File: src/hw/rtl/ardc_pkg.sv
// Package for the AND-rotate differential counter.
// Holds the trellis types, pipeline constants and rotate helpers.
// No dependencies.
package ardc_pkg;

  localparam int WORD_W          = 16;
  localparam int CNT_W           = 16;
  localparam int TOTAL_W         = 18;
  localparam int PATH_W          = 17;
  localparam int EXPO_W          = 7;
  localparam int NUM_NODES       = 4;
  localparam int ROT_STEP        = 7;
  localparam int NUM_STEPS       = 15;
  localparam int STEPS_PER_STAGE = 3;
  localparam int NUM_TSTAGES     = NUM_STEPS / STEPS_PER_STAGE;
  localparam int PIPE_DEPTH      = NUM_TSTAGES + 3;
  localparam int IN_DATA_W       = 32;
  localparam int OUT_DATA_W      = 24;

  localparam logic [PATH_W-1:0] COUNT_CAP     = 17'h10000;
  localparam logic [EXPO_W-1:0] ZERO_EXPONENT = 7'd100;

  typedef logic [CNT_W-1:0] count_t;
  typedef count_t [NUM_NODES-1:0] lane_t;
  typedef lane_t [NUM_NODES-1:0] trel_t;
  typedef logic [NUM_NODES-1:0][WORD_W-1:0] hit_t;
  typedef logic [STEPS_PER_STAGE-1:0][NUM_NODES-1:0] step_hits_t;

  function automatic logic [WORD_W-1:0] rol16(input logic [WORD_W-1:0] x, input int s);
    return (x << s) | (x >> (WORD_W - s));
  endfunction

  function automatic logic [3:0] step_pos(input int k);
    return 4'((k * ROT_STEP) % WORD_W);
  endfunction

endpackage

File: src/hw/rtl/ardc_trel_stage.sv
// Three consecutive trellis steps for all four start lanes.
// Purely combinational; the top level registers the counts between stages.
// Depends on ardc_pkg.
module ardc_trel_stage (
  input  ardc_pkg::trel_t      cnt_in,
  input  ardc_pkg::step_hits_t hits,
  output ardc_pkg::trel_t      cnt_out
);

  always_comb begin
    ardc_pkg::trel_t cur;
    ardc_pkg::count_t s01;
    ardc_pkg::count_t s23;
    cur = cnt_in;
    for (int j = 0; j < ardc_pkg::STEPS_PER_STAGE; j++) begin
      for (int t = 0; t < ardc_pkg::NUM_NODES; t++) begin
        s01 = ardc_pkg::CNT_W'(cur[t][0] + cur[t][1]);
        s23 = ardc_pkg::CNT_W'(cur[t][2] + cur[t][3]);
        cur[t][0] = hits[j][0] ? s01 : '0;
        cur[t][2] = hits[j][2] ? s01 : '0;
        cur[t][1] = hits[j][1] ? s23 : '0;
        cur[t][3] = hits[j][3] ? s23 : '0;
      end
    end
    cnt_out = cur;
  end

endmodule

File: src/hw/rtl/and_rotate_differential_count.sv
// Top level of the AND-rotate differential counter: eight register stages.
// One transaction is accepted per cycle unless the pipeline stalls; each stage stalls only
// when it and all stages after it are full, so bubbles are squeezed out under back-pressure.
// A synchronous active-low reset clears every valid bit. Depends on ardc_pkg
// and ardc_trel_stage.
module and_rotate_differential_count (
  input  logic        clk,
  input  logic        rst_n,
  input  logic        in_tvalid,
  output logic        in_tready,
  input  logic [31:0] in_tdata,   // input_diff [15:0], output_diff [31:16]
  output logic        out_tvalid,
  input  logic        out_tready,
  output logic [23:0] out_tdata   // path_count [16:0], weight_exponent [23:17]
);

  localparam int LAST = ardc_pkg::PIPE_DEPTH - 1;

  logic [ardc_pkg::PIPE_DEPTH-1:0] vld_r;
  logic [ardc_pkg::PIPE_DEPTH-1:0] en;

  ardc_pkg::hit_t  hit_r [ardc_pkg::NUM_TSTAGES];
  ardc_pkg::trel_t cnt_r [ardc_pkg::NUM_TSTAGES+1];
  ardc_pkg::trel_t cnt_nxt [ardc_pkg::NUM_TSTAGES];

  logic [ardc_pkg::WORD_W-1:0]  in_a;
  logic [ardc_pkg::WORD_W-1:0]  in_b;
  logic [ardc_pkg::WORD_W-1:0]  p, q, d;
  ardc_pkg::hit_t               hit_nxt;
  ardc_pkg::trel_t              init_nxt;
  logic [ardc_pkg::TOTAL_W-1:0] total_nxt;
  logic [ardc_pkg::TOTAL_W-1:0] total_r;
  logic [ardc_pkg::PATH_W-1:0]  sat;
  logic [ardc_pkg::EXPO_W-1:0]  expo_nxt;
  logic [ardc_pkg::PATH_W-1:0]  path_count_r;
  logic [ardc_pkg::EXPO_W-1:0]  weight_exponent_r;

  // Stall chain: a stage may load when empty or when its successor loads.
  always_comb begin
    en[LAST] = !vld_r[LAST] || out_tready;
    for (int i = LAST - 1; i >= 0; i--) begin
      en[i] = !vld_r[i] || en[i+1];
    end
  end

  assign in_tready = en[0];

  always_ff @(posedge clk) begin
    if (!rst_n) begin
      vld_r <= '0;
    end else begin
      if (en[0]) begin
        vld_r[0] <= in_tvalid;
      end
      for (int i = 1; i <= LAST; i++) begin
        if (en[i]) begin
          vld_r[i] <= vld_r[i-1];
        end
      end
    end
  end

  // Node masks, match bits and start counts.
  assign in_a = in_tdata[15:0];
  assign in_b = in_tdata[31:16];

  always_comb begin
    logic [ardc_pkg::WORD_W-1:0] mask [ardc_pkg::NUM_NODES];
    p = ardc_pkg::rol16(in_a, 1);
    q = ardc_pkg::rol16(p, ardc_pkg::ROT_STEP);
    d = in_b ^ ardc_pkg::rol16(in_a, 2);
    mask[0] = p & q;
    mask[1] = p & ~q;
    mask[2] = ~p & q;
    mask[3] = p | q;
    init_nxt = '0;
    for (int n = 0; n < ardc_pkg::NUM_NODES; n++) begin
      hit_nxt[n] = ~(d ^ mask[n]);
      init_nxt[n][n] = ardc_pkg::CNT_W'(hit_nxt[n][0]);
    end
  end

  always_ff @(posedge clk) begin
    if (en[0]) begin
      hit_r[0] <= hit_nxt;
      cnt_r[0] <= init_nxt;
    end
  end

  for (genvar g = 0; g < ardc_pkg::NUM_TSTAGES; g++) begin : g_trel
    ardc_pkg::step_hits_t stage_hits;

    for (genvar j = 0; j < ardc_pkg::STEPS_PER_STAGE; j++) begin : g_step
      for (genvar n = 0; n < ardc_pkg::NUM_NODES; n++) begin : g_node
        assign stage_hits[j][n] =
          hit_r[g][n][ardc_pkg::step_pos(g * ardc_pkg::STEPS_PER_STAGE + j + 1)];
      end
    end

    ardc_trel_stage u_stage (
      .cnt_in  (cnt_r[g]),
      .hits    (stage_hits),
      .cnt_out (cnt_nxt[g])
    );

    always_ff @(posedge clk) begin
      if (en[g+1]) begin
        cnt_r[g+1] <= cnt_nxt[g];
      end
    end

    if (g + 1 < ardc_pkg::NUM_TSTAGES) begin : g_hit
      always_ff @(posedge clk) begin
        if (en[g+1]) begin
          hit_r[g+1] <= hit_r[g];
        end
      end
    end
  end

  // Closed paths end on nodes 0/1 for starts 0 and 2, and on nodes 2/3 otherwise.
  always_comb begin
    ardc_pkg::trel_t c;
    c = cnt_r[ardc_pkg::NUM_TSTAGES];
    total_nxt = ardc_pkg::TOTAL_W'(c[0][0]) + ardc_pkg::TOTAL_W'(c[0][1])
              + ardc_pkg::TOTAL_W'(c[1][2]) + ardc_pkg::TOTAL_W'(c[1][3])
              + ardc_pkg::TOTAL_W'(c[2][0]) + ardc_pkg::TOTAL_W'(c[2][1])
              + ardc_pkg::TOTAL_W'(c[3][2]) + ardc_pkg::TOTAL_W'(c[3][3]);
  end

  always_ff @(posedge clk) begin
    if (en[LAST-1]) begin
      total_r <= total_nxt;
    end
  end

  always_comb begin
    logic [ardc_pkg::EXPO_W-1:0] lg;
    if (total_r > ardc_pkg::TOTAL_W'(ardc_pkg::COUNT_CAP)) begin
      sat = ardc_pkg::COUNT_CAP;
    end else begin
      sat = total_r[ardc_pkg::PATH_W-1:0];
    end
    lg = '0;
    for (int i = 0; i < ardc_pkg::PATH_W; i++) begin
      if (sat[i]) begin
        lg = ardc_pkg::EXPO_W'(i);
      end
    end
    if (sat == '0) begin
      expo_nxt = ardc_pkg::ZERO_EXPONENT;
    end else if ((sat & (sat - 1'b1)) == '0) begin
      expo_nxt = ardc_pkg::EXPO_W'(16) - lg;
    end else begin
      expo_nxt = '0;
    end
  end

  always_ff @(posedge clk) begin
    if (en[LAST]) begin
      path_count_r      <= sat;
      weight_exponent_r <= expo_nxt;
    end
  end

  assign out_tvalid = vld_r[LAST];
  assign out_tdata  = {weight_exponent_r, path_count_r};

  a_ready_only_when_full : assert property (@(posedge clk) disable iff (!rst_n)
    !in_tready |-> (&vld_r))
    else $error("Input stalled while the pipeline still has an empty stage.");

  a_count_saturated : assert property (@(posedge clk) disable iff (!rst_n)
    out_tvalid |-> (out_tdata[16:0] <= ardc_pkg::COUNT_CAP))
    else $error("Path count exceeds the saturation limit.");

  a_zero_exponent : assert property (@(posedge clk) disable iff (!rst_n)
    (out_tvalid && (out_tdata[16:0] == '0)) |-> (out_tdata[23:17] == ardc_pkg::ZERO_EXPONENT))
    else $error("A zero path count carries the wrong exponent.");

endmodule

File: config.mk
export PLATFORM = sky130hd
export DESIGN_NAME = and_rotate_differential_count
export DESIGN_NICKNAME = d
export VERILOG_FILES = /design/src/hw/rtl/ardc_pkg.sv /design/src/hw/rtl/ardc_trel_stage.sv /design/src/hw/rtl/and_rotate_differential_count.sv
export SDC_FILE = /design/constraint.sdc
export NUM_CORES = 2
export LEC_CHECK = 0
export ABC_AREA = 1
export BUFFER_PORTS_ARGS = -buffer_cell sky130_fd_sc_hd__buf_2
export CAP_MARGIN = 0
export CORE_ASPECT_RATIO = 0.75
export CORE_MARGIN = 4
export CORE_UTILIZATION = 55
export DETAILED_ROUTE_END_ITERATION = 10
export GPL_TIMING_DRIVEN = 0
export HOLD_SLACK_MARGIN = 0.03
export MAX_ROUTING_LAYER = met4
export PLACE_DENSITY = 0.74
export SYNTH_ARGS = -nofsm -noshare
export SYNTH_HDL_FRONTEND = slang
export SYNTH_SLANG_ARGS = --single-unit
File: constraint.sdc
create_clock -name clk -period 20.6 [get_ports clk]
set_input_delay 3.09 -clock clk [delete_from_list [all_inputs] [get_ports clk]]
set_output_delay 3.09 -clock clk [all_outputs]
set_load 0.02 [all_outputs]
**Yosys cells after proc, flatten, opt, wreduce, memory -nomap -nowiden**

Memories as Yosys holds them, arrays and structs flattened.
Index checks and enable logic that the tools add are counted.

- RAM bits: 1856
- Output and inout bits: 26
- Bits in registers: 50
- Input port bits: 36
- Bits in latches: 0
- ROM bits: 0
- Logic and storage cells: 453
- Memories kept: 2

- Reduce and logical (&&, ||, !) cells: 19
- Magnitude comparators: 1
- Bitwise logic cells: 20
- $mul: 0
- $add $sub $neg: 129
- Shift operators: 0
- Muxes and demuxes: 270
- Divide/modulo/power cells: 0
- Eq/ne operators: 0

Memory list:

| memory | depth | bits a word | read ports | clocked after memory_dff | wr ports | line | text |
|---|---|---|---|---|---|---|---|
| cnt_r | 6 | 256 | 6 | 0 | 6 | and_rotate_differential_count.sv:23 | `ardc_pkg::trel_t cnt_r [ardc_pkg::NUM_TSTAGES+1];` |
| hit_r | 5 | 64 | 5 | 0 | 5 | and_rotate_differential_count.sv:22 | `ardc_pkg::hit_t hit_r [ardc_pkg::NUM_TSTAGES];` |

Operators by type and width:

| cell | count |
|---|---|
| $mux W16 | 240 |
| $add A16 B16 Y16 | 120 |
| $mux W7 | 16 |
| $not A16 Y16 | 6 |
| $add A18 B16 Y18 | 5 |
| $xor A16 B16 Y16 | 5 |
| $and A16 B16 Y16 | 3 |
| $logic_not A17 Y1 | 2 |
| $add A17 B16 Y18 | 1 |
| $gt A18 B17 Y1 const B | 1 |
| $add A16 B16 Y17 | 1 |
| $and A17 B17 Y17 | 1 |
| $mux W17 | 1 |
| $sub A17 B1 Y17 const B | 1 |
| $or A16 B1 Y16 | 1 |
| $or A16 B16 Y16 | 1 |
| $or A16 B2 Y16 | 1 |
| $or A16 B7 Y16 | 1 |
| $mux W1 | 13 |
| $logic_not A1 Y1 | 8 |
| $logic_or A1 B1 Y1 | 8 |
| $sub A5 B7 Y7 const A | 1 |
| $reduce_or A2 Y1 | 1 |
| $not A1 Y1 | 1 |

**Longest topological paths before layout**

- Depth in word-level cells: 20
- Gate-level depth with buffers: 29
- Depth with buffers taken out: 29

**Hierarchy**

A second synthesis with hierarchy kept.

- Cells, all modules: 19091
- Area total of the unflattened synthesis: 143669.0 µm²

By module, submodules not included:

| module | cells each | times used | area an instance (µm²) | seq. area each (µm²) |
|---|---|---|---|---|
| and_rotate_differential_count | 2015 | 1 | 46268.1 | 41539.8 |
| ardc_trel_stage (g_trel[2].u_stage ...) | 3414 | 2 | 19486.2 | 0.0 |
| ardc_trel_stage (g_trel[4].u_stage) | 3415 | 1 | 19500.0 | 0.0 |
| ardc_trel_stage (g_trel[1].u_stage) | 3414 | 1 | 19491.2 | 0.0 |
| ardc_trel_stage (g_trel[0].u_stage) | 3419 | 1 | 19437.4 | 0.0 |

**Worst setup path before layout**

No wires, ideal clock.

- Kind: input -> output
- Start: input out_tready
- End: output in_tready
- Data required time: 17.510 ns
- Setup slack: -0.178 ns
- Path buffers: 0
- Arrival time: 17.688 ns
- Stages: 14
- Cell sequence: nor2_1 > inv_1 > nor2_1 > inv_1 > nor2_1 > inv_1 > nor2_1 > inv_1 > nor2_1 > inv_1 > nor2_1 > inv_1 > nor2_1 > nand2_1

- Word-level cells in the longest chain between the ends: 8

RTL lines:

| what | line | text |
|---|---|---|
| start: declaration | and_rotate_differential_count.sv:13 | `input logic out_tready,` |
| $logic_or A1 B1 Y1 | and_rotate_differential_count.sv:40 | `en[LAST] = !vld_r[LAST] \|\| out_tready;` |
| net en, one bit | and_rotate_differential_count.sv:20 | `logic [ardc_pkg::PIPE_DEPTH-1:0] en;` |
| $logic_or A1 B1 Y1 | and_rotate_differential_count.sv:42 | `en[i] = !vld_r[i] \|\| en[i+1];` |
| net en, one bit | and_rotate_differential_count.sv:20 |  |
| $logic_or A1 B1 Y1 | and_rotate_differential_count.sv:42 |  |
| net en, one bit | and_rotate_differential_count.sv:20 |  |
| $logic_or A1 B1 Y1 | and_rotate_differential_count.sv:42 |  |
| net en, one bit | and_rotate_differential_count.sv:20 |  |
| $logic_or A1 B1 Y1 | and_rotate_differential_count.sv:42 |  |
| net en, one bit | and_rotate_differential_count.sv:20 |  |
| $logic_or A1 B1 Y1 | and_rotate_differential_count.sv:42 |  |
| net en, one bit | and_rotate_differential_count.sv:20 |  |
| $logic_or A1 B1 Y1 (2 in series) | and_rotate_differential_count.sv:42 |  |
| end: declaration | and_rotate_differential_count.sv:10 | `output logic in_tready,` |

The timed path passes the listed nets, and every way through them passes these cells.

**Final worst setup path**

Same ends and word-level chain as after synthesis.

==> results.sh <==
export IMPL_drt_antenna_violating_nets=0
export IMPL_synth_edf_count=752
export IMPL_cts_root_buf="clkbuf_16"
export IMPL_worst_ep_arrival_time_ps=8270
export IMPL_numCtsBuffers=82
export IMPL_grt_start_max_net_pins=96
export IMPL_hp_start="hit_r[0][251]"
export IMPL_leakage_nw=33.7
export IMPL_antenna_found_initial=6
export IMPL_ys_seq_elements=760
export IMPL_netlist_area_mm2=0.0594
export IMPL_critical_path_max_stage_delay_ps=840
export IMPL_ir_drop_v=0.0000804
export IMPL_yosysWarnings=0
export IMPL_clock_sinks=760
export IMPL_vias=46000
export IMPL_hold_viol=0
export IMPL_area_growth_pct=8.62
export IMPL_postCtsSetupRepairBufs=0
export IMPL_postPlaceCellArea_mm2=0.0617
export IMPL_synth_area_leaders="edfxtp_1 38%, ha_1 16%, nor2_1 7.7%, inv_1 6.7%, fa_1 6.0%"
export IMPL_setup_ws_ps=9240
export IMPL_cts_clk_slew_worst_paths_ps=60
export IMPL_start_util_pct=55.4
export IMPL_vias_per_cell=5.46
export IMPL_die_w_um=388
export IMPL_coreArea_mm2=0.107
export IMPL_ys_types=43
export IMPL_drc=0
export IMPL_r2r_start="hit_r[0][283]"
export IMPL_max_cap_violations=0
export IMPL_grt_ovfl_total=0
export IMPL_syn_avg_cell_area_um2=8.79
export IMPL_drive_gt1_share_pct=3.31
export IMPL_pre_cts_ws_ps=9140
export IMPL_required_ps=17510
export IMPL_timing_fmax_mhz=88.1
export IMPL_design_area_mm2=0.0645
export IMPL_tightest_slew_ps=1190
export IMPL_yosysMostFrequentCell="nor2_1"
export IMPL_status="complete, no violations"
export IMPL_cts_tree="done"
export IMPL_pin_count=62
export IMPL_grt_pass1_wl_mm=243
export IMPL_netlist_area_leader_share_pct=38.0
export IMPL_layout_min_cycle_time_ps=11360
export IMPL_setup_viol=0
export IMPL_max_slew_margin_pct=20.8
export IMPL_post_route_period_util_pct=55.1
export IMPL_routed_wl_mm=155
export IMPL_cp_slowest_cell="inv_1"
export IMPL_cp_end_kind="output port"
export IMPL_drtIter0Drc=4763
export IMPL_crit_path_start="out_tready"
export IMPL_synth_top_flop_cell="edfxtp_1"
export IMPL_die_h_um=293
export IMPL_skew_ps=54.9
export IMPL_synthCells=6761
export IMPL_portBuffers=61
export IMPL_cpMostUsedCell="nor2_1"
export IMPL_wire_per_inst_um=18.5
export IMPL_rsz0062_at_grt="no"
export IMPL_place_gp_congestion=0.971
export IMPL_dr_pass1_iters=6
export IMPL_rows=104
export IMPL_post_cts_resized=0
export IMPL_insertion_delay_ps=700
export IMPL_synth_common_cells="1224 x nor2_1, 1065 x inv_1, 917 x nand2_1"
export IMPL_syn_num_nets=7714
export IMPL_die_area_mm2=0.113
export IMPL_cts_max_level=3
export IMPL_nets=7868
export IMPL_p_per_area_mw_per_mm2=67.8
export IMPL_critPathLaunchType="primary input"
export IMPL_slew_violations=0
export IMPL_grt_pass1_vias=44500
export IMPL_synth_seq_area_share_pct=38.3
export IMPL_hold_class="reg -> reg"
export IMPL_grtUsageTotal_pct=28.2
export IMPL_postCtsHoldBufs=0
export IMPL_synthArstFlopShare_pct=0
export IMPL_cts_buffer_depth=3
export IMPL_path_cells="buf_2, nor2_1, inv_1, nor2_1, inv_1, nor2_1, inv_4, nor2_1, clkinvlp_4, nor2_1, inv_6, nor2_1, inv_4, nor2_1, nand2_2, buf_2"
export IMPL_worstSetupPathType="in -> out"
export IMPL_yosys_area_top_type="edfxtp_1"
export IMPL_hpwl_mm=127
export IMPL_crit_fanout=60
logic make-up after synthesis:
family                   after synthesis  share of synthesized area, %
flip-flops                           760                          38.3
AO/OA/AOI/OAI                       1031                          9.60
AND/OR/NAND/NOR                     2318                          15.1
XOR/XNOR                             522                          7.69
buffers and inverters               1212                          7.69
adder cells (fa/ha/maj)              918                          21.6
report_power, final:
part | leakage (nW) | internal (mW) | switching [mW]
clock | 1.33 | 0.867 | 0.667
combinational | 23.4 | 0.266 | 0.626
sequential | 8.99 | 1.86 | 0.0928
total | 33.7 | 2.99 | 1.39
layer usage:
| layer | vias to the layer above | share of wire (%) | track usage [%] |
|---|---|---|---|
| met3 | 165 | 12 | 7.17 |
| met1 | 21700 | 48 | 43.4 |
| met4 | 0 | 1.4 | 4.78 |
| met2 | 1767 | 38 | 37.6 |
| li1 | 22400 | - | - |
| met5 | - | 0 | - |
cell type report:
cell class	instances	area, um^2
clock buffers	95	2120
fillers	9162	42700
diodes	3	7.51
plain buffers	132	514
well taps	1431	1790
inverters	1080	4070
multi-input cells	4789	32100
flip-flops and latches	760	22700
clock inverters	54	669
repair buffers	70	515
worst max-delay path, delay by kind of cell:
| family | cells | cell delay (ps) |
|---|---|---|
| buffers and inverters | 8 | 3690 |
| and+or+nand+nor | 8 | 1440 |
final timing paths:
check                           slack [ps]            end  cells past startpoint
worst min-delay path                   420  hit_r[0][315]                      0
worst min register to register         420  hit_r[0][315]                      0
worst max-delay path                  9240      in_tready                     16
worst max register to register       14720  cnt_r[5][123]                     21
metrics by stage:
stage	util, %	total power, mW	instances	hold WS, ps	setup TNS (ps)
floorplan	-	2.49	6761	400	0
global placement	57.4	2.82	8253	401	-68290
detailed placement	57.6	2.84	8262	405	0
CTS	60.2	4.38	8411	415	0
global route	60.2	4.58	8413	420	0
finish	60.2	4.38	8414	415	0
flip-flops by register name, summed over array words and instances (netlist names):
name and count:
weight_exponent_r 6, path_count_r 17, total_r 17, hit_r 184, cnt_r 528, vld_r 8
cell usage in the layout, fill, tap and decap left out, drive strengths merged, types with 2 or more instances in the layout:
cell      netlist  layout
o311ai          5       5
diode           0       3
buf            15      85
dfxtp           8       8
inv          1071    1074
clkinvlp        0       7
ha            738     738
edfxtp        752     752
nor3           42      42
xor2          285     285
nor2         1231    1231
o21a           10      10
a21boi          4       4
bufinv          0       9
xnor2         237     237
o21ai         225     225
a21o           59      59
clkbuf        117     212
nand4           2       2
a31oi          21      21
o21bai        108     108
a211oi          4       4
nand2         926     926
clkinv          9      44
o211ai          9       9
nor4            6       6
nand3         109     109
fa            179     179
a21oi         584     584
Power figures use the tool's default switching activity.
